**src/design/dyp_pkg.sv**
```systemverilog
// Shared types, widths and constants for the direction to yaw/pitch block.
// Used by every module of the block; depends on nothing.
`timescale 1ns / 1ps
`default_nettype none

package dyp_pkg;

    // Input component width (signed Q16.16) and output angle field width.
    localparam int IN_W  = 32;
    localparam int OUT_W = 16;

    // Internal datapath width for vectors and the square root operand.
    localparam int DATA_W = 64;

    // Binary angle accumulator width: 2^ACC_W is one full turn.
    localparam int ACC_W = 32;

    // Components are scaled by 2^FRAC_SHIFT before the CORDIC.
    localparam int FRAC_SHIFT = 24;

    // Width of the normalization count (0 to 16 pairs of bits).
    localparam int S_W = 5;

    // Number of normalization cells and of square root cells.
    localparam int NORM_STEPS = 5;
    localparam int SQRT_STEPS = 32;

    // Fixed binary angles.
    localparam logic [ACC_W-1:0] ANG_ZERO     = 32'h0000_0000;
    localparam logic [ACC_W-1:0] ANG_PI       = 32'h8000_0000;
    localparam logic [ACC_W-1:0] ANG_UP       = 32'h4000_0000;
    localparam logic [ACC_W-1:0] ANG_DOWN     = 32'hC000_0000;

    // Arctangent of 2^-i as a binary angle, for CORDIC stage i.
    localparam logic [ACC_W-1:0] ATAN_TABLE [32] = '{
        32'h20000000, 32'h12E4051E, 32'h09FB385B, 32'h051111D4,
        32'h028B0D43, 32'h0145D7E1, 32'h00A2F61E, 32'h00517C55,
        32'h0028BE53, 32'h00145F2F, 32'h000A2F98, 32'h000517CC,
        32'h00028BE6, 32'h000145F3, 32'h0000A2FA, 32'h0000517D,
        32'h000028BE, 32'h0000145F, 32'h00000A30, 32'h00000518,
        32'h0000028C, 32'h00000146, 32'h000000A3, 32'h00000051,
        32'h00000029, 32'h00000014, 32'h0000000A, 32'h00000005,
        32'h00000003, 32'h00000001, 32'h00000001, 32'h00000000
    };

    // Degenerate input classes.
    typedef enum logic [1:0] {
        DEG_NONE = 2'd0,
        DEG_AXIS = 2'd1,
        DEG_ZERO = 2'd2
    } deg_t;

    // Item fields that ride along the front end, up to the square root output.
    typedef struct packed {
        logic [IN_W-1:0] x;
        logic [IN_W-1:0] y;
        logic [IN_W-1:0] z;
        deg_t            deg;
    } front_t;

    // Item fields that ride along the CORDIC rows.
    typedef struct packed {
        deg_t deg;
        logic z_neg;
    } back_t;

    // Pairs of bits that normalization cell number step may shift by.
    function automatic int norm_pairs(input int step);
        int pairs;
        pairs = (step < 4) ? (8 >> step) : 1;
        return pairs;
    endfunction

endpackage

`default_nettype wire

```
**src/design/dyp_cordic_cell.sv**
```systemverilog
// One vectoring CORDIC micro-rotation that drives y toward zero and collects
// the turned angle. Depends on dyp_pkg for widths and the arctangent table.
`timescale 1ns / 1ps
`default_nettype none

module dyp_cordic_cell #(
    parameter int STAGE = 0
) (
    input  wire logic                                clk,
    input  wire logic signed [dyp_pkg::DATA_W-1:0]   x_in,
    input  wire logic signed [dyp_pkg::DATA_W-1:0]   y_in,
    input  wire logic        [dyp_pkg::ACC_W-1:0]    ang_in,
    output logic signed      [dyp_pkg::DATA_W-1:0]   x_out,
    output logic signed      [dyp_pkg::DATA_W-1:0]   y_out,
    output logic             [dyp_pkg::ACC_W-1:0]    ang_out
);

    localparam logic [dyp_pkg::ACC_W-1:0] ATAN_STEP = dyp_pkg::ATAN_TABLE[STAGE];

    logic signed [dyp_pkg::DATA_W-1:0] dx;
    logic signed [dyp_pkg::DATA_W-1:0] dy;
    logic signed [dyp_pkg::DATA_W-1:0] x_next;
    logic signed [dyp_pkg::DATA_W-1:0] y_next;
    logic        [dyp_pkg::ACC_W-1:0]  ang_next;
    logic signed [dyp_pkg::DATA_W-1:0] x_reg;
    logic signed [dyp_pkg::DATA_W-1:0] y_reg;
    logic        [dyp_pkg::ACC_W-1:0]  ang_reg;

    // Rotate toward the x axis in the direction set by the sign of y.
    always_comb
    begin
        dx = x_in >>> STAGE;
        dy = y_in >>> STAGE;
        if (y_in[dyp_pkg::DATA_W-1])
        begin
            x_next   = x_in - dy;
            y_next   = y_in + dx;
            ang_next = ang_in - ATAN_STEP;
        end
        else
        begin
            x_next   = x_in + dy;
            y_next   = y_in - dx;
            ang_next = ang_in + ATAN_STEP;
        end
    end

    always_ff @(posedge clk)
    begin
        x_reg   <= x_next;
        y_reg   <= y_next;
        ang_reg <= ang_next;
    end

    assign x_out   = x_reg;
    assign y_out   = y_reg;
    assign ang_out = ang_reg;

endmodule

`default_nettype wire

```
**config.mk**
```make
export PLATFORM = sky130hd
export DESIGN_NAME = dyp_cordic_cell
export DESIGN_NICKNAME = d
export VERILOG_FILES = /design/src/design/dyp_pkg.sv /design/src/design/dyp_cordic_cell.sv
export SDC_FILE = /design/constraint.sdc
export NUM_CORES = 1
export LEC_CHECK = 0
export BUFFER_PORTS_ARGS = -buffer_cell sky130_fd_sc_hd__buf_2
export CAP_MARGIN = 10
export CORE_MARGIN = 1.5
export CORE_UTILIZATION = 55
export CTS_BUF_LIST = sky130_fd_sc_hd__clkbuf_4
export DETAILED_ROUTE_END_ITERATION = 8
export PLACE_DENSITY = 0.82
export SLEW_MARGIN = 20
export SYNTH_ARGS = -nofsm -noshare
export SYNTH_HDL_FRONTEND = slang
export SYNTH_SLANG_ARGS = --single-unit
```
**constraint.sdc**
```tcl
create_clock -name clk -period 4.7 [get_ports clk]
set_input_delay 0.705 -clock clk [delete_from_list [all_inputs] [get_ports clk]]
set_output_delay 0.705 -clock clk [all_outputs]
set_load 0.01 [all_outputs]
```
==> flow_metrics.tcl <==
set metrics [dict create \
    synth_seq_cells 159 \
    rows 60 \
    setup_viol 0 \
    ys_seq_area_share_pct 21.06 \
    io_buffers 320 \
    drv_cap 0 \
    drive_above_1_share_pct 18.81 \
    fmax_mhz 245.0 \
    grt_max_degree 87 \
    fin_crit_sh_pct 86.86 \
    grt_overflow 0 \
    syn_inst 2023 \
    hp-class "primary input to flop" \
    syn_area_sq_mm 0.01512 \
    cts_tree "yes" \
    slew_viol_final 0 \
    final_cells 2688 \
    synth_top_area_share_pct 21.06 \
    path_max_fanout 8 \
    synth_enable_flop_cells 0 \
    final_util_pct 65.15 \
    finalPower_w 0.005095 \
    boundaryPins 321 \
    post_drt_wl_per_cell_um 21.35 \
    outcome "completed" \
    die_height_um 168.8 \
    cts_buffer_depth 2 \
    p_leak_nw 8.272 \
    htree_levels 4 \
    wirelength_um 57390 \
    synthTopCellsByArea "dfxtp_1, ha_1, a21oi_1, xnor2_1, inv_1" \
    dp.cells 2653 \
    route.vias.total 16920 \
    rsz0062_at_grt "false" \
    fin_setup_tns_ns 0 \
    start_kind "primary input" \
    post_cts_buffers 0 \
    worstMarginPinSlew_ns 1.004 \
    clk_pin_slew_ns 0.19 \
    ys_warn_count 0 \
    min_period_ns 4.082 \
    synth_fp_nets 2378 \
    power.density_mw_per_mm2 290.2 \
    syn_area_per_cell_sq_um 7.473 \
    cp.arrival_ns 4.59 \
    core_sq_mm 0.02695 \
    slew_headroom_pct 31.32 \
    drtAntennaViolNets 0 \
    synthFlopType "dfxtp_1" \
    syn_to_final_growth_pct 16.16 \
    peakVddDrop_mv 0.1826 \
    numCtsBuffers 17 \
    final_nets 2686 \
    gp_congestion 1.028 \
    drc 0 \
    ys_top_cells_by_count "a21oi_1, inv_1, ha_1" \
    synth_cell_types 85 \
    start_util_pct 56.09 \
    fin_ws_ns 0.6175 \
    finalHoldViolCount 0 \
    fp.dieW_um 168.8 \
    dp.final_hpwl_um 46520 \
    synth_top_area_cell "dfxtp_1" \
    async_flop_share_pct 0 \
    setup.worst_path.class "primary input to flop" \
    viasPerCell 6.296 \
    grt_pass1_vias 15900 \
    cts-root-buf "clkbuf_4" \
    place_ws_ns 0.05851 \
    dr.pass1.iters 7 \
    cts.sinks 159 \
    antenna_found_initial 3 \
    postCtsHoldBufs 0 \
    first_iter_violations 1910 \
    grt_use_total_pct 39.24 \
    cp.required_ns 5.21 \
    cts_resized 0 \
    die_area_sq_mm 0.02849 \
    yosys.cell_count.top_type "a21oi_1" \
    grt_pass1_wl_um 87840 \
    setup.worst_path.end_class "flop" \
]
## registers in the layout (all words and copies together), names as in the netlist
signal,count
ang_out,32
y_out,64
x_out,63
## where the power goes
| part | switching [W] | internal, W |
|---|---|---|
| Combinational | 0.00149 | 0.000894 |
| Clock | 0.000718 | 0.000269 |
| Sequential | 0.0000893 | 0.00163 |
| Total | 0.00230 | 0.00279 |
## critical path: stages
cell,delay (ns)
buf_2,0.11
inv_1,0.05
ha_1,0.40
buf_4,0.19
nor2_1,0.15
o21ai_1,0.12
a2111oi_1,0.74
o41ai_2,0.25
a32oi_1,0.34
a211oi_1,0.12
buf_4,0.17
o21ai_1,0.59
a21bo_2,0.28
and2_1,0.13
a31oi_1,0.05
xnor2_1,0.19
## worst paths after layout
check  startpoint                 end  slack (ns)  cells after the start
max       x_in[3]   x_out[54]$_DFF_P_        0.62                     16
min     ang_in[1]  ang_out[1]$_DFF_P_        0.17                      1
## placed cells by master, fill, tap and decap left out, drive strengths merged, types with 9 or more instances in the layout
master  instances
buf           380
a21oi         280
inv           207
ha            190
nor2          162
dfxtp         159
o21ai         144
xnor2         117
nand2         102
o21bai         65
nand4          45
a21o           38
nor3           32
nor4           30
o31ai          28
mux2i          26
a211oi         24
o211ai         23
nand3          22
clkinv         20
nand2b         18
a31oi          18
nor2b          18
clkbuf         17
o21a           13
a221oi         12
or3            11
o221ai          9
xor2            9
and2            9
## final cells by class
cell class / instances / area [sq um]
Multi-Input combinational cell: 1561 / 10770
Fill cell: 2409 / 9392
Sequential cell: 159 / 3183
Timing Repair Buffer: 380 / 2054
Inverter: 212 / 795.8
Tap cell: 341 / 426.7
Clock inverter: 15 / 198.9
Clock buffer: 17 / 127.6
Antenna cell: 3 / 7.507
## cell families (layout without fill, tap and decap cells)
kind of cell,after synthesis,in the layout,synth area share (%)
and+or+nand+nor,481,481,15.41
buffers and inverters,303,624,7.730
DFF,159,159,21.06
muxes,27,27,1.796
adders and majority gates,194,194,16.26
AOI/OAI and AO/OA,733,733,30.45
xor gates and xnor gates,126,126,7.300
other,0,3,0
## stage by stage
step                      cell area, sq um  hold WS, ns
after floorplan                      15120       0.7327
after global placement               17230       0.8077
after detailed placement             17230       0.8091
after CTS                            17550       0.1388
after global routing                 17560       0.1310
final                                17560       0.1688
## routing by layer
metal | wire length, um | track usage (%) | up-vias
li1 | - | - | 7792
met1 | 22710 | 49.13 | 7846
met2 | 26010 | 64.71 | 1090
met3 | 5491 | 6.523 | 195
met4 | 3179 | 20.69 | 0
met5 | 0 | 0 | -
Power figures use the tool's default switching activity.
