--- src/design/dyp_pkg.sv ---
// Shared types, widths and constants for the direction to yaw/pitch block.
// Used by every module of the block; depends on nothing.
`timescale 1ns / 1ps
`default_nettype none

package dyp_pkg;

    // Input component width (signed Q16.16) and output angle field width.
    localparam int IN_W  = 32;
    localparam int OUT_W = 16;

    // Internal datapath width for vectors and the square root operand.
    localparam int DATA_W = 64;

    // Binary angle accumulator width: 2^ACC_W is one full turn.
    localparam int ACC_W = 32;

    // Components are scaled by 2^FRAC_SHIFT before the CORDIC.
    localparam int FRAC_SHIFT = 24;

    // Width of the normalization count (0 to 16 pairs of bits).
    localparam int S_W = 5;

    // Number of normalization cells and of square root cells.
    localparam int NORM_STEPS = 5;
    localparam int SQRT_STEPS = 32;

    // Fixed binary angles.
    localparam logic [ACC_W-1:0] ANG_ZERO     = 32'h0000_0000;
    localparam logic [ACC_W-1:0] ANG_PI       = 32'h8000_0000;
    localparam logic [ACC_W-1:0] ANG_UP       = 32'h4000_0000;
    localparam logic [ACC_W-1:0] ANG_DOWN     = 32'hC000_0000;

    // Arctangent of 2^-i as a binary angle, for CORDIC stage i.
    localparam logic [ACC_W-1:0] ATAN_TABLE [32] = '{
        32'h20000000, 32'h12E4051E, 32'h09FB385B, 32'h051111D4,
        32'h028B0D43, 32'h0145D7E1, 32'h00A2F61E, 32'h00517C55,
        32'h0028BE53, 32'h00145F2F, 32'h000A2F98, 32'h000517CC,
        32'h00028BE6, 32'h000145F3, 32'h0000A2FA, 32'h0000517D,
        32'h000028BE, 32'h0000145F, 32'h00000A30, 32'h00000518,
        32'h0000028C, 32'h00000146, 32'h000000A3, 32'h00000051,
        32'h00000029, 32'h00000014, 32'h0000000A, 32'h00000005,
        32'h00000003, 32'h00000001, 32'h00000001, 32'h00000000
    };

    // Degenerate input classes.
    typedef enum logic [1:0] {
        DEG_NONE = 2'd0,
        DEG_AXIS = 2'd1,
        DEG_ZERO = 2'd2
    } deg_t;

    // Item fields that ride along the front end, up to the square root output.
    typedef struct packed {
        logic [IN_W-1:0] x;
        logic [IN_W-1:0] y;
        logic [IN_W-1:0] z;
        deg_t            deg;
    } front_t;

    // Item fields that ride along the CORDIC rows.
    typedef struct packed {
        deg_t deg;
        logic z_neg;
    } back_t;

    // Pairs of bits that normalization cell number step may shift by.
    function automatic int norm_pairs(input int step);
        int pairs;
        pairs = (step < 4) ? (8 >> step) : 1;
        return pairs;
    endfunction

endpackage

`default_nettype wire

--- src/design/dyp_norm_cell.sv ---
// One normalization cell: shifts the squared length left by a fixed number of
// bit pairs when the top bits leave room. Depends on dyp_pkg.
`timescale 1ns / 1ps
`default_nettype none

module dyp_norm_cell #(
    parameter int PAIRS = 1
) (
    input  wire logic                         clk,
    input  wire logic [dyp_pkg::DATA_W-1:0]   v_in,
    input  wire logic [dyp_pkg::S_W-1:0]      s_in,
    output logic      [dyp_pkg::DATA_W-1:0]   v_out,
    output logic      [dyp_pkg::S_W-1:0]      s_out
);

    localparam int TOP_BITS = 2 + 2 * PAIRS;

    logic                         room;
    logic [dyp_pkg::DATA_W-1:0]   v_next;
    logic [dyp_pkg::S_W-1:0]      s_next;
    logic [dyp_pkg::DATA_W-1:0]   v_reg;
    logic [dyp_pkg::S_W-1:0]      s_reg;

    // The shift is taken only if the top two bits stay clear afterwards.
    always_comb
    begin
        room = (v_in[dyp_pkg::DATA_W-1 -: TOP_BITS] == '0);
        if (room)
        begin
            v_next = v_in << (2 * PAIRS);
            s_next = s_in + dyp_pkg::S_W'(PAIRS);
        end
        else
        begin
            v_next = v_in;
            s_next = s_in;
        end
    end

    always_ff @(posedge clk)
    begin
        v_reg <= v_next;
        s_reg <= s_next;
    end

    assign v_out = v_reg;
    assign s_out = s_reg;

endmodule

`default_nettype wire

--- config.mk ---
export PLATFORM = sky130hd
export DESIGN_NAME = dyp_norm_cell
export DESIGN_NICKNAME = d
export VERILOG_FILES = /design/src/design/dyp_pkg.sv /design/src/design/dyp_norm_cell.sv
export SDC_FILE = /design/constraint.sdc
export NUM_CORES = 1
export LEC_CHECK = 0
export BUFFER_PORTS_ARGS = -buffer_cell sky130_fd_sc_hd__buf_2
export CELL_PAD_IN_SITES_DETAIL_PLACEMENT = 0
export CELL_PAD_IN_SITES_GLOBAL_PLACEMENT = 1
export CORE_MARGIN = 10
export CORE_UTILIZATION = 32
export DETAILED_ROUTE_END_ITERATION = 12
export MAX_ROUTING_LAYER = met4
export PLACE_DENSITY_LB_ADDON = 0.1
export SKIP_LAST_GASP = 1
export SYNTH_ARGS = -nofsm -noshare
export SYNTH_HDL_FRONTEND = slang
export SYNTH_SLANG_ARGS = --single-unit
--- constraint.sdc ---
create_clock -name clk -period 4.9 [get_ports clk]
set_input_delay 1.47 -clock clk [delete_from_list [all_inputs] [get_ports clk]]
set_output_delay 1.47 -clock clk [all_outputs]
set_load 0.01 [all_outputs]
==> results of run 1 <==
==> state kept, by name, indices dropped and copies added (netlist names) <==
signal / count
v_out: 64
s_out: 5
==> area by class of cell <==
type | instances | area share
clock buffer | 12 | 0.0520
clock inverter | 4 | 0.0142
multi-input combinational | 72 | 0.245
sequential | 69 | 0.435
tap | 80 | 0.0315
timing repair buffer | 140 | 0.222
==> cell families (layout without fill, tap and decap cells) <==
kind of cell               count (synthesis)  after routing  synth area share
DFF                                       69             69             0.624
muxes                                     59             59             0.300
buffers and inverters                      9            156            0.0254
and+or+nand+nor                            6              6            0.0226
xor gates and xnor gates                   4              4            0.0158
AOI/OAI and AO/OA                          2              2           0.00678
adders and majority gates                  1              1           0.00565
==> routing by layer <==
metal | wire length [um] | global-route usage | up-vias
met5 | 0 | - | -
met2 | 2950 | 0.184 | 78
met1 | 2340 | 0.113 | 728
met4 | 95 | 0.0599 | 0
met3 | 543 | 0.0425 | 9
li1 | - | - | 802
==> path summary, 6_finish.rpt <==
kind	startpoint	endpoint	slack [ns]	cells past startpoint
setup / recovery	v_in[61]	v_out[41]	1.90	4
hold / removal	v_in[62]	v_out[62]	1.30	1
==> metrics by stage <==
step,instance area (um^2),total power [W]
3_5_place_dp,2960,0.000758
2_1_floorplan,2210,0.000680
4_1_cts,3170,0.00124
5_1_grt,3170,0.00128
6_report,3170,0.00121
3_3_place_gp,2960,0.000758
==> power breakdown <==
group          internal (W)  switching (W)  leakage [nW]
clock              0.000274       0.000197         0.112
sequential         0.000598     0.00000740         0.582
combinational     0.0000730      0.0000637         0.809
==> Yosys cell counts, drive strengths merged <==
master	instances	area share
a21o	2	0.0068
xor2	1	0.0040
buf	7	0.022
ha	1	0.0056
nand2	1	0.0017
nand4	2	0.0056
mux2	59	0.30
nor2b	2	0.0056
dfxtp	69	0.62
clkbuf	2	0.0034
nor4	1	0.0096
xnor2	3	0.012
==> impl_metrics.prom, run 1 <==
# TYPE chip_impl_metric gauge
chip_impl_metric{name="n_fill_cell",unit=""} 671
chip_impl_metric{name="yosys_register_bits",unit=""} 69
chip_impl_metric{name="fraction_of_layout_instances_using_a_drive_strength_above_1",unit=""} 0.727
chip_impl_info{name="critical_path.startpoint_type",value="primary input"} 1
chip_impl_metric{name="vias_per_cell",unit=""} 4.29
chip_impl_metric{name="final_tns_setup",unit="ns"} 0
chip_impl_metric{name="seqCellArea",unit="mm^2"} 0.00138
chip_impl_metric{name="clk_path_buf_depth",unit=""} 2
chip_impl_info{name="crit_family",value="simple AND/OR/NAND/NOR gates"} 1
chip_impl_metric{name="yosysSeqAreaShare",unit=""} 0.624
chip_impl_metric{name="synthDistinctLibCells",unit=""} 14
chip_impl_metric{name="pin_count_of_the_biggest_net_entering_global_routing",unit=""} 29
chip_impl_metric{name="grt_use_total",unit=""} 0.111
chip_impl_metric{name="floorplan.initialDensity",unit=""} 0.328
chip_impl_metric{name="ys_warn_count",unit=""} 0
chip_impl_metric{name="cts_setup_buffers",unit=""} 0
chip_impl_metric{name="timing.max_slew.rel_slack",unit=""} 0.421
chip_impl_info{name="endpoint_kind",value="flop"} 1
chip_impl_metric{name="slew_viol_final",unit=""} 0
chip_impl_info{name="worstSetupPathType",value="in2reg"} 1
chip_impl_metric{name="number_of_sinks_driven_by_the_clock_tree",unit=""} 69
chip_impl_metric{name="critPathMaxFanout",unit=""} 28
chip_impl_metric{name="area_taken_by_multi_input_logic_gates",unit="um^2"} 777
chip_impl_metric{name="post-route-worst-setup-slack",unit="ns"} 1.90
chip_impl_metric{name="worst_hold_margin",unit="ns"} 1.30
chip_impl_metric{name="floorplan.io_pins",unit=""} 139
chip_impl_metric{name="number_of_antenna_violations_at_the_first_check_in_global_routing",unit=""} 0
chip_impl_info{name="run_status",value="complete, no violations"} 1
chip_impl_metric{name="max-vdd-ir-drop",unit="mV"} 0.162
chip_impl_metric{name="dr.first_iter.drc_count",unit=""} 18
chip_impl_metric{name="timing_worst_slew_pin_value",unit="ns"} 0.862
chip_impl_metric{name="hold_viol",unit=""} 0
chip_impl_metric{name="num-nets-final",unit=""} 363
chip_impl_metric{name="utilization",unit=""} 0.470
chip_impl_metric{name="critical_path_required",unit="ns"} 5.12
chip_impl_metric{name="power.density_cell_area",unit="mW/mm^2"} 382
chip_impl_metric{name="drc",unit=""} 0
chip_impl_info{name="clockRootBuffer",value="sky130_fd_sc_hd__clkbuf_8"} 1
chip_impl_metric{name="area_delta_synth_final",unit="%"} 43.3
chip_impl_metric{name="port-buffer-count",unit=""} 138
chip_impl_metric{name="die_x",unit="um"} 103
chip_impl_metric{name="via_count_of_the_first_global_routing_pass",unit=""} 1826
chip_impl_metric{name="gp_routability_congestion",unit=""} 0.788
chip_impl_metric{name="vias",unit=""} 1617
chip_impl_metric{name="buf_inv_on_cp",unit=""} 2
chip_impl_metric{name="setup_violating_endpoint_count_in_the_final_report",unit=""} 0
chip_impl_info{name="grt_setup_unrepaired",value="no"} 1
chip_impl_metric{name="ctsResizeCount",unit=""} 0
chip_impl_info{name="timing.critical_path.slowest_stage_cell",value="sky130_fd_sc_hd__nor4_4"} 1
chip_impl_metric{name="fp.dieH",unit="um"} 103
chip_impl_metric{name="dp_hpwl",unit="um"} 4820
chip_impl_metric{name="fp.dieArea",unit="mm^2"} 0.0106
chip_impl_metric{name="place_inst",unit=""} 361
chip_impl_info{name="tritoncts",value="built"} 1
chip_impl_metric{name="rows",unit=""} 30
chip_impl_metric{name="cts_hold_buf",unit=""} 0
chip_impl_metric{name="slowest_delay",unit="ns"} 0.77
chip_impl_metric{name="wl_per_cell",unit="um"} 15.7
chip_impl_metric{name="htree_levels",unit=""} 3
chip_impl_metric{name="timing.final.crit_share",unit=""} 0.613
chip_impl_metric{name="maxClockFrequency",unit="MHz"} 333
chip_impl_info{name="layout.cells.most_common_list",value="138 x sky130_fd_sc_hd__buf_2, 69 x sky130_fd_sc_hd__dfxtp_1, 59 x sky130_fd_sc_hd__mux2_2"} 1
chip_impl_metric{name="ant_nets",unit=""} 0
chip_impl_metric{name="num_cts_buffers",unit=""} 9
chip_impl_metric{name="wirelength",unit="um"} 5920
chip_impl_metric{name="maximum_capacitance_violations",unit=""} 0
chip_impl_info{name="critical_path.cell_chain",value="buf_2 > nor4_4 > buf_4 > mux2_2"} 1
chip_impl_metric{name="post_synth_instance_area",unit="mm^2"} 0.00221
chip_impl_metric{name="layout_min_cycle_time",unit="ns"} 3.00
chip_impl_metric{name="grt_pass1_wl",unit="um"} 8690
chip_impl_metric{name="overflow_left_after_global_routing",unit=""} 0
chip_impl_metric{name="design.core.area",unit="mm^2"} 0.00676
chip_impl_metric{name="antennaDiodeCount",unit=""} 0
chip_impl_metric{name="power.static_leakage",unit="nW"} 1.50
chip_impl_metric{name="syn-instance-count",unit=""} 150
chip_impl_metric{name="synthesis.nets",unit=""} 221
chip_impl_metric{name="synth.avg_cell_area",unit="um^2"} 14.8
chip_impl_metric{name="preCtsSetupSlack",unit="ns"} 1.49
chip_impl_metric{name="crit_path_arrival_time",unit="ns"} 3.22
chip_impl_info{name="min-delay-path-class",value="in2reg"} 1
chip_impl_metric{name="stdcell_count",unit=""} 377
chip_impl_info{name="commonest_non_fill_non_tap_cell_in_the_layout",value="sky130_fd_sc_hd__buf_2"} 1
chip_impl_metric{name="clk_transition_reported_paths",unit="ns"} 0.07
chip_impl_metric{name="drt_pass1_iterations",unit=""} 4
(Power assumes the default switching activity.)
==> inputs of run 2 (changes only) <==
--- a/config.mk
+++ b/config.mk
@@ -9,7 +9,7 @@
 export CELL_PAD_IN_SITES_DETAIL_PLACEMENT = 0
 export CELL_PAD_IN_SITES_GLOBAL_PLACEMENT = 1
 export CORE_MARGIN = 10
-export CORE_UTILIZATION = 32
+export CORE_UTILIZATION = 31
 export DETAILED_ROUTE_END_ITERATION = 12
 export MAX_ROUTING_LAYER = met4
 export PLACE_DENSITY_LB_ADDON = 0.1
==> constraint.sdc (replaced) <==
create_clock -name clk -period 3 [get_ports clk]
set_input_delay 0.9 -clock clk [delete_from_list [all_inputs] [get_ports clk]]
set_output_delay 0.9 -clock clk [all_outputs]
set_load 0.01 [all_outputs]
==> run 2 against run 1 <==
Against the previous run: sequential cell count unchanged; final cell count increased by 3.7%; critical path depth unchanged; highest routed layer unchanged; global-route usage shrank 0.16 points; non-clock buffer count fell by 1; setup slack got worse by 0.80 ns; largest power group unchanged; clock power is 45% higher; die area is 2.6% higher; count of clock-buffer cells in the layout up 2.
==> impl_metrics.prom, run 2 (synthesis results as in run 1) <==
# TYPE chip_impl_metric gauge
chip_impl_metric{name="area_delta_synth_final",unit="%"} 43.0
chip_impl_metric{name="clk_transition_reported_paths",unit="ns"} 0.07
chip_impl_metric{name="die_x",unit="um"} 105
chip_impl_info{name="critical_path.cell_chain",value="buf_2 > nor4_4 > buf_12 > mux2_2"} 1
chip_impl_metric{name="overflow_left_after_global_routing",unit=""} 0
chip_impl_metric{name="n_fill_cell",unit=""} 686
chip_impl_metric{name="utilization",unit=""} 0.461
chip_impl_metric{name="wl_per_cell",unit="um"} 15.2
chip_impl_metric{name="critPathMaxFanout",unit=""} 67
chip_impl_metric{name="power.static_leakage",unit="nW"} 1.48
chip_impl_metric{name="crit_path_arrival_time",unit="ns"} 2.11
chip_impl_metric{name="drt_pass1_iterations",unit=""} 3
chip_impl_metric{name="maximum_capacitance_violations",unit=""} 0
chip_impl_metric{name="htree_levels",unit=""} 3
chip_impl_metric{name="largest_register_ffs",unit=""} 64
chip_impl_metric{name="grt_use_total",unit=""} 0.110
chip_impl_metric{name="fraction_of_layout_instances_using_a_drive_strength_above_1",unit=""} 0.719
chip_impl_info{name="critical_path.startpoint_type",value="primary input"} 1
chip_impl_metric{name="final_tns_setup",unit="ns"} 0
chip_impl_metric{name="num_cts_buffers",unit=""} 9
chip_impl_info{name="tritoncts",value="built"} 1
chip_impl_metric{name="gp_routability_congestion",unit=""} 0.659
chip_impl_metric{name="timing.final.crit_share",unit=""} 0.633
chip_impl_metric{name="fp.dieArea",unit="mm^2"} 0.0109
chip_impl_info{name="commonest_non_fill_non_tap_cell_in_the_layout",value="sky130_fd_sc_hd__buf_2"} 1
chip_impl_metric{name="drc",unit=""} 0
chip_impl_metric{name="wirelength",unit="um"} 5960
chip_impl_metric{name="clk_path_buf_depth",unit=""} 2
chip_impl_info{name="clockRootBuffer",value="sky130_fd_sc_hd__clkbuf_8"} 1
chip_impl_metric{name="num-nets-final",unit=""} 362
chip_impl_metric{name="pin_count_of_the_biggest_net_entering_global_routing",unit=""} 68
chip_impl_metric{name="rows",unit=""} 30
chip_impl_metric{name="slowest_delay",unit="ns"} 0.38
chip_impl_info{name="run_status",value="complete, no violations"} 1
chip_impl_info{name="timing.critical_path.slowest_stage_cell",value="sky130_fd_sc_hd__mux2_2"} 1
chip_impl_metric{name="maxClockFrequency",unit="MHz"} 526
chip_impl_metric{name="via_count_of_the_first_global_routing_pass",unit=""} 1780
chip_impl_metric{name="hold_viol",unit=""} 0
chip_impl_metric{name="vias_per_cell",unit=""} 4.13
chip_impl_metric{name="antennaDiodeCount",unit=""} 0
chip_impl_metric{name="cts_setup_buffers",unit=""} 0
chip_impl_metric{name="fp.dieH",unit="um"} 105
chip_impl_metric{name="floorplan.initialDensity",unit=""} 0.322
chip_impl_metric{name="max-vdd-ir-drop",unit="mV"} 0.236
chip_impl_metric{name="slew_viol_final",unit=""} 0
chip_impl_info{name="endpoint_kind",value="flop"} 1
chip_impl_metric{name="preCtsSetupSlack",unit="ns"} 0.771
chip_impl_metric{name="grt_pass1_wl",unit="um"} 9160
chip_impl_metric{name="number_of_sinks_driven_by_the_clock_tree",unit=""} 69
chip_impl_metric{name="cts_hold_buf",unit=""} 0
chip_impl_info{name="layout.cells.most_common_list",value="138 x sky130_fd_sc_hd__buf_2, 69 x sky130_fd_sc_hd__dfxtp_1, 59 x sky130_fd_sc_hd__mux2_2"} 1
chip_impl_metric{name="power.density_cell_area",unit="mW/mm^2"} 598
chip_impl_metric{name="post-route-worst-setup-slack",unit="ns"} 1.10
chip_impl_metric{name="dr.first_iter.drc_count",unit=""} 50
chip_impl_metric{name="port-buffer-count",unit=""} 138
chip_impl_metric{name="setup_violating_endpoint_count_in_the_final_report",unit=""} 0
chip_impl_info{name="min-delay-path-class",value="in2reg"} 1
chip_impl_metric{name="ant_nets",unit=""} 0
chip_impl_metric{name="critical_path_required",unit="ns"} 3.21
chip_impl_info{name="worstSetupPathType",value="in2reg"} 1
chip_impl_metric{name="vias",unit=""} 1616
chip_impl_metric{name="total_power",unit="W"} 0.00189
chip_impl_metric{name="timing_worst_slew_pin_value",unit="ns"} 0.346
chip_impl_metric{name="dp_hpwl",unit="um"} 4720
chip_impl_metric{name="ctsResizeCount",unit=""} 0
chip_impl_metric{name="layout_min_cycle_time",unit="ns"} 1.90
chip_impl_info{name="grt_setup_unrepaired",value="no"} 1
chip_impl_metric{name="number_of_antenna_violations_at_the_first_check_in_global_routing",unit=""} 0
chip_impl_metric{name="design.core.area",unit="mm^2"} 0.00687
chip_impl_metric{name="floorplan.io_pins",unit=""} 139
chip_impl_metric{name="timing.max_slew.rel_slack",unit=""} 0.769
==> run 2: cell types whose count changed in the layout (fill, tap and decap cells not counted) <==
cell / previous run / this run
sky130_fd_sc_hd__buf_12: 0 / 1
sky130_fd_sc_hd__buf_4: 2 / 0
sky130_fd_sc_hd__bufinv_16: 1 / 0
sky130_fd_sc_hd__clkinv_2: 3 / 1
sky130_fd_sc_hd__clkbuf_1: 0 / 2
==> run 2: critical path, delay by kind of cell <==
family	cells	cell delay (ns)
and+or+nand+nor	1	0.32
buffers and inverters	2	0.47
muxes	1	0.38
==> run 2: layer usage <==
layer | up-vias | global-route usage | wire length (um)
met5 | - | - | 0
met3 | 10 | 0.0496 | 549
met4 | 0 | 0.0567 | 87
met1 | 719 | 0.119 | 2540
met2 | 84 | 0.167 | 2780
li1 | 803 | - | -
==> run 2: path summary, 6_finish.rpt <==
| path | start | to | slack [ns] | cells after the start |
|---|---|---|---|---|
| worst max-delay path | v_in[61] | v_out[41] | 1.10 | 4 |
| worst min-delay path | v_in[63] | v_out[63] | 0.71 | 1 |
==> run 2: where the power goes <==
part | leakage, nW | total, W | internal, W | switching [W]
Sequential | 0.582 | 0.000989 | 0.000977 | 0.0000124
Combinational | 0.807 | 0.000223 | 0.000120 | 0.000103
Clock | 0.0926 | 0.000682 | 0.000363 | 0.000318
Total | 1.48 | 0.00189 | 0.00146 | 0.000434
==> run 2: layout make-up <==
cell class / instances / area (um^2) / share of cell area
clock buffer: 14 / 173 / 0.0545
clock inverter: 1 / 5.00 / 0.00158
multi-input combinational: 72 / 777 / 0.245
sequential: 69 / 1380 / 0.436
tap: 96 / 120 / 0.0379
timing repair buffer: 139 / 711 / 0.224
==> run 2: stage by stage <==
step / hold WS [ns] / area, um^2 / std cells
5_1_grt: 0.698 / 3170 / 391
3_3_place_gp: 1.05 / 2990 / 376
6_report: 0.714 / 3170 / 391
3_5_place_dp: 1.05 / 2990 / 376
4_1_cts: 0.696 / 3170 / 391
2_1_floorplan: 0.986 / 2210 / 150
