$ cat config.mk
export PLATFORM = sky130hd
export DESIGN_NAME = dyp_sqrt_cell
export DESIGN_NICKNAME = d
export VERILOG_FILES = /design/src/design/dyp_pkg.sv /design/src/design/dyp_sqrt_cell.sv
export SDC_FILE = /design/constraint.sdc
export NUM_CORES = 1
export LEC_CHECK = 0
export BUFFER_PORTS_ARGS = -buffer_cell sky130_fd_sc_hd__buf_2
export CORE_AREA = 2 2 185 169
export DETAILED_ROUTE_END_ITERATION = 8
export DIE_AREA = 0 0 187 171
export GPL_TIMING_DRIVEN = 0
export SLEW_MARGIN = 20
export SYNTH_ARGS = -nofsm -noshare
export SYNTH_HDL_FRONTEND = slang
export SYNTH_SLANG_ARGS = --single-unit
$ cat constraint.sdc
create_clock -name clk -period 4.1 [get_ports clk]
set_input_delay 0.615 -clock clk [delete_from_list [all_inputs] [get_ports clk]]
set_output_delay 0.615 -clock clk [all_outputs]
set_load 0.02 [all_outputs]
$ cat src/design/dyp_pkg.sv
// Shared types, widths and constants for the direction to yaw/pitch block.
// Used by every module of the block; depends on nothing.
`timescale 1ns / 1ps
`default_nettype none

package dyp_pkg;

    // Input component width (signed Q16.16) and output angle field width.
    localparam int IN_W  = 32;
    localparam int OUT_W = 16;

    // Internal datapath width for vectors and the square root operand.
    localparam int DATA_W = 64;

    // Binary angle accumulator width: 2^ACC_W is one full turn.
    localparam int ACC_W = 32;

    // Components are scaled by 2^FRAC_SHIFT before the CORDIC.
    localparam int FRAC_SHIFT = 24;

    // Width of the normalization count (0 to 16 pairs of bits).
    localparam int S_W = 5;

    // Number of normalization cells and of square root cells.
    localparam int NORM_STEPS = 5;
    localparam int SQRT_STEPS = 32;

    // Fixed binary angles.
    localparam logic [ACC_W-1:0] ANG_ZERO     = 32'h0000_0000;
    localparam logic [ACC_W-1:0] ANG_PI       = 32'h8000_0000;
    localparam logic [ACC_W-1:0] ANG_UP       = 32'h4000_0000;
    localparam logic [ACC_W-1:0] ANG_DOWN     = 32'hC000_0000;

    // Arctangent of 2^-i as a binary angle, for CORDIC stage i.
    localparam logic [ACC_W-1:0] ATAN_TABLE [32] = '{
        32'h20000000, 32'h12E4051E, 32'h09FB385B, 32'h051111D4,
        32'h028B0D43, 32'h0145D7E1, 32'h00A2F61E, 32'h00517C55,
        32'h0028BE53, 32'h00145F2F, 32'h000A2F98, 32'h000517CC,
        32'h00028BE6, 32'h000145F3, 32'h0000A2FA, 32'h0000517D,
        32'h000028BE, 32'h0000145F, 32'h00000A30, 32'h00000518,
        32'h0000028C, 32'h00000146, 32'h000000A3, 32'h00000051,
        32'h00000029, 32'h00000014, 32'h0000000A, 32'h00000005,
        32'h00000003, 32'h00000001, 32'h00000001, 32'h00000000
    };

    // Degenerate input classes.
    typedef enum logic [1:0] {
        DEG_NONE = 2'd0,
        DEG_AXIS = 2'd1,
        DEG_ZERO = 2'd2
    } deg_t;

    // Item fields that ride along the front end, up to the square root output.
    typedef struct packed {
        logic [IN_W-1:0] x;
        logic [IN_W-1:0] y;
        logic [IN_W-1:0] z;
        deg_t            deg;
    } front_t;

    // Item fields that ride along the CORDIC rows.
    typedef struct packed {
        deg_t deg;
        logic z_neg;
    } back_t;

    // Pairs of bits that normalization cell number step may shift by.
    function automatic int norm_pairs(input int step);
        int pairs;
        pairs = (step < 4) ? (8 >> step) : 1;
        return pairs;
    endfunction

endpackage

`default_nettype wire

$ cat src/design/dyp_sqrt_cell.sv
// One digit of the bit-by-bit integer square root of a 64-bit operand.
// Depends on dyp_pkg.
`timescale 1ns / 1ps
`default_nettype none

module dyp_sqrt_cell #(
    parameter int STEP = 0
) (
    input  wire logic                         clk,
    input  wire logic [dyp_pkg::DATA_W-1:0]   n_in,
    input  wire logic [dyp_pkg::DATA_W-1:0]   res_in,
    input  wire logic [dyp_pkg::S_W-1:0]      s_in,
    output logic      [dyp_pkg::DATA_W-1:0]   n_out,
    output logic      [dyp_pkg::DATA_W-1:0]   res_out,
    output logic      [dyp_pkg::S_W-1:0]      s_out
);

    localparam logic [dyp_pkg::DATA_W-1:0] BIT_VAL =
        dyp_pkg::DATA_W'(1) << (dyp_pkg::DATA_W - 2 - 2 * STEP);

    logic [dyp_pkg::DATA_W-1:0] trial;
    logic [dyp_pkg::DATA_W-1:0] n_next;
    logic [dyp_pkg::DATA_W-1:0] res_next;
    logic [dyp_pkg::DATA_W-1:0] n_reg;
    logic [dyp_pkg::DATA_W-1:0] res_reg;
    logic [dyp_pkg::S_W-1:0]    s_reg;

    // Try to set this root bit; keep the remainder if it fits.
    always_comb
    begin
        trial = res_in + BIT_VAL;
        if (n_in >= trial)
        begin
            n_next   = n_in - trial;
            res_next = (res_in >> 1) + BIT_VAL;
        end
        else
        begin
            n_next   = n_in;
            res_next = res_in >> 1;
        end
    end

    always_ff @(posedge clk)
    begin
        n_reg   <= n_next;
        res_reg <= res_next;
        s_reg   <= s_in;
    end

    assign n_out   = n_reg;
    assign res_out = res_reg;
    assign s_out   = s_reg;

endmodule

`default_nettype wire

==> results of run 1 <==
## state kept, by name, indices dropped and copies added (netlist names)
signal and cells:
res_out 64, s_out 5, n_out 64
## final timing paths
path  startpoint   endpoint
max      n_in[6]  n_out[49]
min      s_in[1]   s_out[1]
## worst max-delay path, stage by stage
cell and delay [ps]:
buf_2 110, ha_1 340, a21oi_1 200, o21ai_0 140
a31oi_1 330, a21oi_1 170, nor4b_1 840, o31a_1 380
o21ai_0 330, a221oi_1 440, xor2_1 190, a21oi_1 80
## report_power, final
| part | total (mW) | internal (mW) | switching (mW) |
|---|---|---|---|
| clock | 1.56 | 0.958 | 0.599 |
| combinational | 1.36 | 0.509 | 0.854 |
| sequential | 1.50 | 1.46 | 0.0375 |
| total | 4.42 | 2.93 | 1.49 |
## layer usage
metal	wire (µm)	up-vias	GRT usage (%)	part of all wire (%)
li1	-	3683	-	-
met1	11500	3358	19.6	48
met2	10700	219	23.5	44
met3	1440	29	4.16	6.0
met4	442	0	5.45	1.8
met5	0	-	0	0
## placed cells by master, fill, tap and decap left out, types with 10 or more instances in the layout
cell type,n
nor3_1,11
nand2_1,52
ha_1,64
o21ai_0,40
inv_1,78
clkbuf_16,17
buf_2,277
clkbuf_1,24
and2_1,10
nor2b_1,10
mux2_2,10
nand4_1,18
a21oi_1,110
dfxtp_1,133
o21bai_1,11
xnor2_1,36
a21o_1,49
nand3_1,14
and3_1,13
nor2_1,82
xor2_1,20
## what timing repair did
| item | 4_1_cts | 5_1_grt |
|---|---|---|
| endpoints found under the setup margin | 31 | 49 |
| buffers inserted | 0 | 1 |
| pin swaps | 0 | 1 |
| gates resized for setup | 2 | 1 |
## final cells by class
cell class	count	area, µm²	share of cell area (%)
clock buffer	21	480	4.85
antenna	1	2.50	0.0252
timing repair buffer	267	1350	13.6
clock inverter	11	124	1.25
buffer	37	155	1.57
sequential	133	2660	26.9
inverter	78	293	2.95
tap	409	512	5.16
multi-input combinational	642	4330	43.7
## stage by stage
stage / setup slack (ps) / cell area, µm²
after floorplan: 765 / 7430
after global placement: -631 / 9270
after detailed placement: -619 / 9270
after CTS: 81.8 / 9880
after global routing: 47.3 / 9910
final: 250 / 9910
## cell families after synthesis
| logic type | count (synthesis) | share of synthesized area [%] |
|---|---|---|
| simple gates | 234 | 15.3 |
| mux | 15 | 2.26 |
| flops | 133 | 35.8 |
| fa+ha+maj | 65 | 11.0 |
| xor+xnor | 56 | 6.60 |
| compound gates | 272 | 23.0 |
| buf+inv | 115 | 6.01 |
==> reports/qor.csv, run 1 <==
stage;metric;value;unit
status;status;finished clean;
finish;final-instance-count-excl-fill;1599;
floorplanning;start_util;24.5;%
global_route;grtUsageTotal;15.0;%
synth;syn_area_per_cell;8.35;µm²
synth;synth_top_area_share;35.8;%
floorplanning;core_area;30300;µm²
synth;syn_nets;1089;
sta;setup_violations;0;
sta;final_max_slew_viol_count;0;
floorplanning;die_area;32000;µm²
sta;finalWorstPathRequiredPeriod;3850;ps
synth;synth_common_cells;133 x dfxtp_1, 111 x a21oi_1, 82 x nor2_1;
clocking;cts_hold_buf;0;
placement;place_hpwl;19.6;mm
sta;rsz0062_at_grt;false;
sta;final-hold-violation-count;0;
critical_path;crit_arrival;4170;ps
synth;synth_sequential_area_ratio;35.8;%
sta;tns;0;ps
finish;layout-drive-gt1-share;28.0;%
worst_hold_path;hold_path_depth;1;
worst_hold_path;hold_path.class;input pin to flip-flop;
critical_path;crit_type;input pin to flip-flop;
routing;drt_wl_total;24.1;mm
synth;async_flop_share;0;%
clocking;cts_sinks;133;
finish;finalCoreUtilization;32.7;%
synth;synthMostInstantiatedCell;dfxtp_1;
synth;netlist_area;7430;µm²
sta;max_slew.worst_pin.slew;938;ps
finish;fill_cells;3234;
synth;synth_area_leader_cell;dfxtp_1;
power_and_ir_drop;power;4.42;mW
clocking;cts_buffers;17;
routing;route.detailed.drc;0;
synth;synth_ff_type;dfxtp_1;
placement;gp_congestion;0.885;
routing;ant_nets;0;
synth;synth_cell_types;58;
clocking;htree_num_levels;4;
floorplanning;die_y;171;µm
power_and_ir_drop;p_per_area;446;nW/µm²
power_and_ir_drop;irDropWorstVdd;0.000278;V
clocking;clockRootBuffer;clkbuf_16;
floorplanning;die_w;187;µm
power_and_ir_drop;power.leakage;4.92;nW
clocking;cts_max_path_buffers;2;
global_route;grt_pass1_wl;37.3;mm
clocking;path_clk_slew;60;ps
global_route;first_global_vias;7112;
critical_path;cp-end-kind;flip-flop;
placement;dp_cells;1565;
flow_run;maxCapViolCount;0;
finish;fin_nets;1375;
routing;first_pass_iters;5;
synth;ys_seq_elements;133;
synth;netlist_instances;890;
routing;dr_total_vias;7289;
synth;synth-edff-count;0;
routing;drt_iter0_drc;400;
sta;max_slew_margin;36.6;%
clocking;cts_tree;done;
critical_path;cp.required;4420;ps
synth;yosys_warnings;0;
critical_path;startpoint_type;input pin;
finish;areaGrowthSynthToFinish;33.4;%
global_route;antenna_found_initial;2;
floorplanning;ioPinCount;267;
floorplanning;core.rowCount;61;
sta;timing.fmax;260;MHz
placement;io_buffers;266;
routing;vias_per_cell;4.56;
global_route;grt_max_degree;17;
global_route;grt_remaining_overflow;0;
sta;fin_crit_sh;93.9;%
sta;hold_ws;281;ps
routing;wire_per_inst;15.1;µm
synth;netlist_top_cells_area;dfxtp_1 36%, ha_1 11%, a21oi_1 7.5%, a21o_1 5.0%, xnor2_1 4.2%;
critical_path;worstPathMaxFanout;4;
Note: power is estimated with default switching activity, not from simulation.
==> run 2: changes to the inputs <==
Settings changed: RECOVER_POWER set to 50.
Clock period 4.1 ns to 4.3 ns, I/O delays scaled along.
==> reports/qor.csv, run 2 (synthesis results as in run 1) <==
stage;metric;value;unit;change
status;status;finished clean;;
floorplanning;start_util;24.5;%;unchanged
placement;gp_congestion;0.885;;unchanged
clocking;htree_num_levels;4;;unchanged
placement;placed_cell_area;9270;µm²;unchanged
global_route;grt_max_degree;17;;unchanged
routing;drt_wl_total;24.1;mm;+0.15%
clocking;cts_max_path_buffers;2;;unchanged
sta;max_slew.worst_pin.slew;771;ps;-167 ps
floorplanning;ioPinCount;267;;unchanged
flow_run;maxCapViolCount;0;;unchanged
sta;final-hold-violation-count;0;;unchanged
global_route;first_global_vias;7115;;+0.042%
placement;place_hpwl;19.6;mm;unchanged
worst_hold_path;hold_path.class;input pin to flip-flop;;
sta;setup_violations;0;;unchanged
finish;layout_common_cells;184 x buf_2, 133 x dfxtp_1, 117 x clkbuf_1;;
critical_path;worstPathCellList;buf_2, inv_1, ha_1, and2_1, nand3_1, or3_1, a41o_1, nor3_2, o21ai_1, o41ai_4, buf_2, buf_2, nand4_1, nand3_1;;
sta;max_slew_margin;47.9;%;+11 points
clocking;path_clk_slew;60;ps;about the same
finish;fill_cells;3283;;+1.5%
finish;fin_nets;1374;;-0.073%
floorplanning;die_w;187;µm;unchanged
clocking;postCtsSetupBuffers;0;;unchanged
sta;fin_crit_sh;93.3;%;
finish;fin_area;9770;µm²;-1.4%
routing;first_pass_iters;5;;unchanged
global_route;grt_remaining_overflow;0;;unchanged
routing;route.detailed.drc;0;;unchanged
floorplanning;die_y;171;µm;unchanged
sta;final_max_slew_viol_count;0;;unchanged
critical_path;slowest_stage;o41ai_4;;
critical_path;worstPathMaxFanout;10;;+6
finish;layout_commonest_cell;buf_2;;
critical_path;crit_top_cell;buf_2;;
power_and_ir_drop;p_per_area;429;nW/µm²;-3.8%
sta;tns;0;ps;unchanged
clocking;cts_sinks;133;;unchanged
routing;drt_iter0_drc;425;;+6.3%
critical_path;crit_type;input pin to flip-flop;;
power_and_ir_drop;irDropWorstVdd;0.000266;V;-4.3%
routing;vias_per_cell;4.57;;+0.34%
finish;layout-drive-gt1-share;20.0;%;-8.0 points
clocking;cts_buffers;17;;unchanged
clocking;clockRootBuffer;clkbuf_16;;
sta;rsz0062_at_grt;false;;
critical_path;startpoint_type;input pin;;
power_and_ir_drop;power.leakage;4.65;nW;-5.4%
critical_path;slowest_delay;620;ps;-220 ps
floorplanning;core_area;30300;µm²;unchanged
critical_path;cp-end-kind;flip-flop;;
global_route;grtUsageTotal;15.0;%;about the same
floorplanning;die_area;32000;µm²;unchanged
global_route;antenna_found_initial;2;;unchanged
clocking;cts_tree;done;;
finish;areaGrowthSynthToFinish;31.5;%;
sta;timing.fmax;249;MHz;
sta;finalWorstPathRequiredPeriod;4010;ps;
floorplanning;core.rowCount;61;;unchanged
power_and_ir_drop;power;4.19;mW;-5.2%
routing;wire_per_inst;15.1;µm;+0.21%
global_route;grt_pass1_wl;37.3;mm;about the same
critical_path;crit_arrival;4390;ps;+220 ps
routing;dr_total_vias;7309;;+0.27%
placement;io_buffers;266;;unchanged
critical_path;cp.required;4670;ps;+250 ps
routing;ant_nets;0;;unchanged
## run 2: power by group
| group | switching (mW) | leakage [nW] | total (mW) | internal, mW |
|---|---|---|---|---|
| clock network | 0.574 | 0.291 | 1.49 | 0.914 |
| registers | 0.0379 | 1.12 | 1.43 | 1.39 |
| logic | 0.812 | 3.24 | 1.27 | 0.458 |
| total | 1.42 | 4.65 | 4.19 | 2.76 |
## run 2: worst max-delay path, delay by kind of cell
family,cells,cell delay [ps]
compound gates,3,1120
fa+ha+maj,1,420
buf+inv,4,910
simple gates,6,1280
## run 2: cell type report
| class | count | area [µm²] | area share, % |
|---|---|---|---|
| diodes | 1 | 2.50 | 0.0256 |
| plain buffers | 37 | 155 | 1.59 |
| clock buffers | 21 | 480 | 4.92 |
| clock inverters | 11 | 124 | 1.27 |
| inverters | 78 | 293 | 3.00 |
| multi-input cells | 642 | 4330 | 44.3 |
| flip-flops and latches | 133 | 2660 | 27.3 |
| well taps | 409 | 512 | 5.24 |
| repair buffers | 266 | 1210 | 12.4 |
## run 2: final timing paths
check	from	to	slack, ps	depth (start not counted)
setup / recovery	res_in[16]	n_out[63]	290	14
hold / removal	s_in[1]	s_out[1]	310	1
## run 2: repair_timing
action                                  CTS  global route
hold buffers                              0             0
resized for setup                         0             4
endpoints found under the setup margin    0            36
## run 2: stage by stage
stage	util [%]	hold slack [ps]	std cells	worst slack (ps)
CTS	32.6	280	1597	9.94
detailed placement	30.6	749	1565	-449
global route	32.2	284	1598	24.9
global placement	30.6	748	1565	-461
floorplan	-	673	890	935
finish	32.2	310	1598	287
## run 2: layer usage
layer,GRT usage [%],part of all wire [%]
met1,19.6,47
met2,23.5,44
met3,4.16,6.6
met4,5.45,1.9
met5,0,0
==> run 3: changes to the inputs <==
Settings changed: PLACE_DENSITY set to 0.53.
==> reports/qor.csv, run 3 (synthesis results as in run 1) <==
stage;metric;value;unit;change
power_and_ir_drop;clkPwrFrac;36.2;%;+0.7 points
finish;layout-drive-gt1-share;19.8;%;-0.25 points
power_and_ir_drop;irDropWorstVdd;0.000269;V;+1.1%
routing;drt_iter0_drc;382;;-10%
power_and_ir_drop;switching_share;34.7;%;+0.69 points
critical_path;crit_type;input pin to flip-flop;;
sta;timing.fmax;252;MHz;+1.2%
floorplanning;core.rowCount;61;;unchanged
critical_path;worstPathMaxFanout;10;;unchanged
worst_hold_path;hold_path.class;input pin to flip-flop;;
power_and_ir_drop;seqPwrFrac;33.8;%;-0.3 points
clocking;path_clk_slew;60;ps;about the same
global_route;antenna_found_initial;1;;-1
sta;rsz0062_at_grt;false;;
global_route;grt_pass1_wl;37.3;mm;about the same
power_and_ir_drop;p_comb_share;30.0;%;-0.3 points
placement;gp_congestion;0.859;;-2.9%
power_and_ir_drop;p_per_area;433;nW/µm²;+0.98%
floorplanning;ioPinCount;267;;unchanged
critical_path;cp.required;4660;ps;about the same
placement;placed_cell_area;9270;µm²;unchanged
sta;fin_ws;334;ps;+46.4 ps
power_and_ir_drop;intPower;2.76;mW;about the same
global_route;grt_max_degree;17;;unchanged
routing;dr_total_vias;7225;;-1.1%
power_and_ir_drop;power;4.23;mW;+0.96%
finish;fill_cells;3327;;+1.3%
sta;max_slew_margin;44.4;%;-3.5 points
routing;drt_wl_total;24.3;mm;+0.79%
floorplanning;die_y;171;µm;unchanged
status;status;finished clean;;
clocking;cts_tree;done;;
global_route;grt_remaining_overflow;0;;unchanged
floorplanning;core_area;30300;µm²;unchanged
sta;fin_crit_sh;92.2;%;-1.1 points
placement;dp_cells;1565;;unchanged
finish;layout_common_cells;181 x buf_2, 133 x dfxtp_1, 120 x clkbuf_1;;
floorplanning;die_w;187;µm;unchanged
finish;layout_commonest_cell;buf_2;;
clocking;clockRootBuffer;clkbuf_16;;
finish;regArea;2660;µm²;unchanged
sta;setup_violations;0;;unchanged
routing;vias_per_cell;4.52;;-1.1%
floorplanning;start_util;24.5;%;unchanged
critical_path;cp-end-kind;flip-flop;;
sta;final_max_slew_viol_count;0;;unchanged
clocking;cts_max_path_buffers;2;;unchanged
finish;areaGrowthSynthToFinish;31.5;%;about the same
power_and_ir_drop;power.leakage;4.64;nW;-0.32%
sta;final-hold-violation-count;0;;unchanged
finish;fin_nets;1374;;unchanged
floorplanning;die_area;32000;µm²;unchanged
routing;route.detailed.drc;0;;unchanged
placement;place_hpwl;19.5;mm;-0.32%
routing;wire_per_inst;15.2;µm;+0.79%
flow_run;maxCapViolCount;0;;unchanged
critical_path;startpoint_type;input pin;;
clocking;cts_sinks;133;;unchanged
power_and_ir_drop;switchingPower;1.47;mW;+3.0%
finish;finalCoreUtilization;32.2;%;about the same
sta;max_slew.worst_pin.slew;822;ps;+51.1 ps
finish;fin_area;9770;µm²;about the same
sta;finalWorstPathRequiredPeriod;3970;ps;-46.4 ps
finish;final-instance-count-excl-fill;1598;;unchanged
placement;io_buffers;266;;unchanged
routing;ant_nets;0;;unchanged
global_route;first_global_vias;6950;;-2.3%
clocking;postCtsSetupBuffers;0;;unchanged
routing;first_pass_iters;5;;unchanged
global_route;grtUsageTotal;15.1;%;+0.099 points
clocking;cts_buffers;17;;unchanged
critical_path;crit_arrival;4320;ps;-70 ps
placement;pre_cts_ws;-508;ps;-58.6 ps
finish;multi_input_area;4330;µm²;unchanged
clocking;htree_num_levels;4;;unchanged
run 3: cell count changes in the layout (fill, tap and decap cells not counted):
cell | previous run | this run
clkbuf_8 | 4 | 0
buf_2 | 184 | 181
clkbuf_1 | 117 | 120
clkinvlp_4 | 3 | 5
bufinv_16 | 2 | 3
clkinv_2 | 3 | 2
clkinv_4 | 2 | 3
inv_6 | 1 | 2
run 3: metrics by stage:
stage	setup TNS (ps)	hold WS (ps)
after floorplan	0	673
after global placement	-15660	747
after detailed placement	-19090	749
after CTS	0	273
after global routing	0	279
final	0	307
run 3: critical path: stages:
cell and delay [ps]:
clkbuf_1 90, inv_1 50, ha_1 410, and2_1 210, nand3_1 140, or3_1 430
a41o_1 300, nor3_2 250, o21ai_1 200, o41ai_4 580, buf_2 440, buf_2 320
nor2_1 70, a21oi_1 170
run 3: layout make-up:
type | count | area share [%]
Multi-Input combinational cell | 642 | 44.3
Sequential cell | 133 | 27.3
Timing Repair Buffer | 266 | 12.4
Tap cell | 409 | 5.24
Clock buffer | 17 | 4.35
Inverter | 78 | 3.00
Clock inverter | 15 | 1.86
Buffer | 37 | 1.59
Antenna cell | 1 | 0.0256
run 3: timing repair:
action,4_1_cts,5_1_grt
hold buffers,0,0
endpoints found under the hold margin,0,0
endpoints found under the setup margin,3,2
pin swaps,0,1
gates resized for setup,1,1
run 3: path summary, 6_finish.rpt:
path	to	startpoint	slack, ps	cells after the start
worst max-delay path	n_out[22]	res_in[16]	330	14
worst min-delay path	s_out[2]	s_in[2]	310	1
run 3: power groups by stage:
stage / sequential, mW / clock (mW) / combinational (mW)
after CTS: 1.43 / 1.59 / 1.30
after floorplan: 1.66 / 0 / 0.638
final: 1.43 / 1.53 / 1.27
after detailed placement: 1.45 / 0 / 1.29
after global placement: 1.45 / 0 / 1.29
after global routing: 1.45 / 1.64 / 1.40
run 3: metal layers:
metal	vias to the layer above	part of all wire [%]	wire length (µm)	global-route usage [%]
met2	252	43	10400	23.2
met4	0	1.7	407	5.18
met1	3242	48	11600	19.8
li1	3696	-	-	-
met5	-	0	0	0
met3	35	7.6	1850	4.82
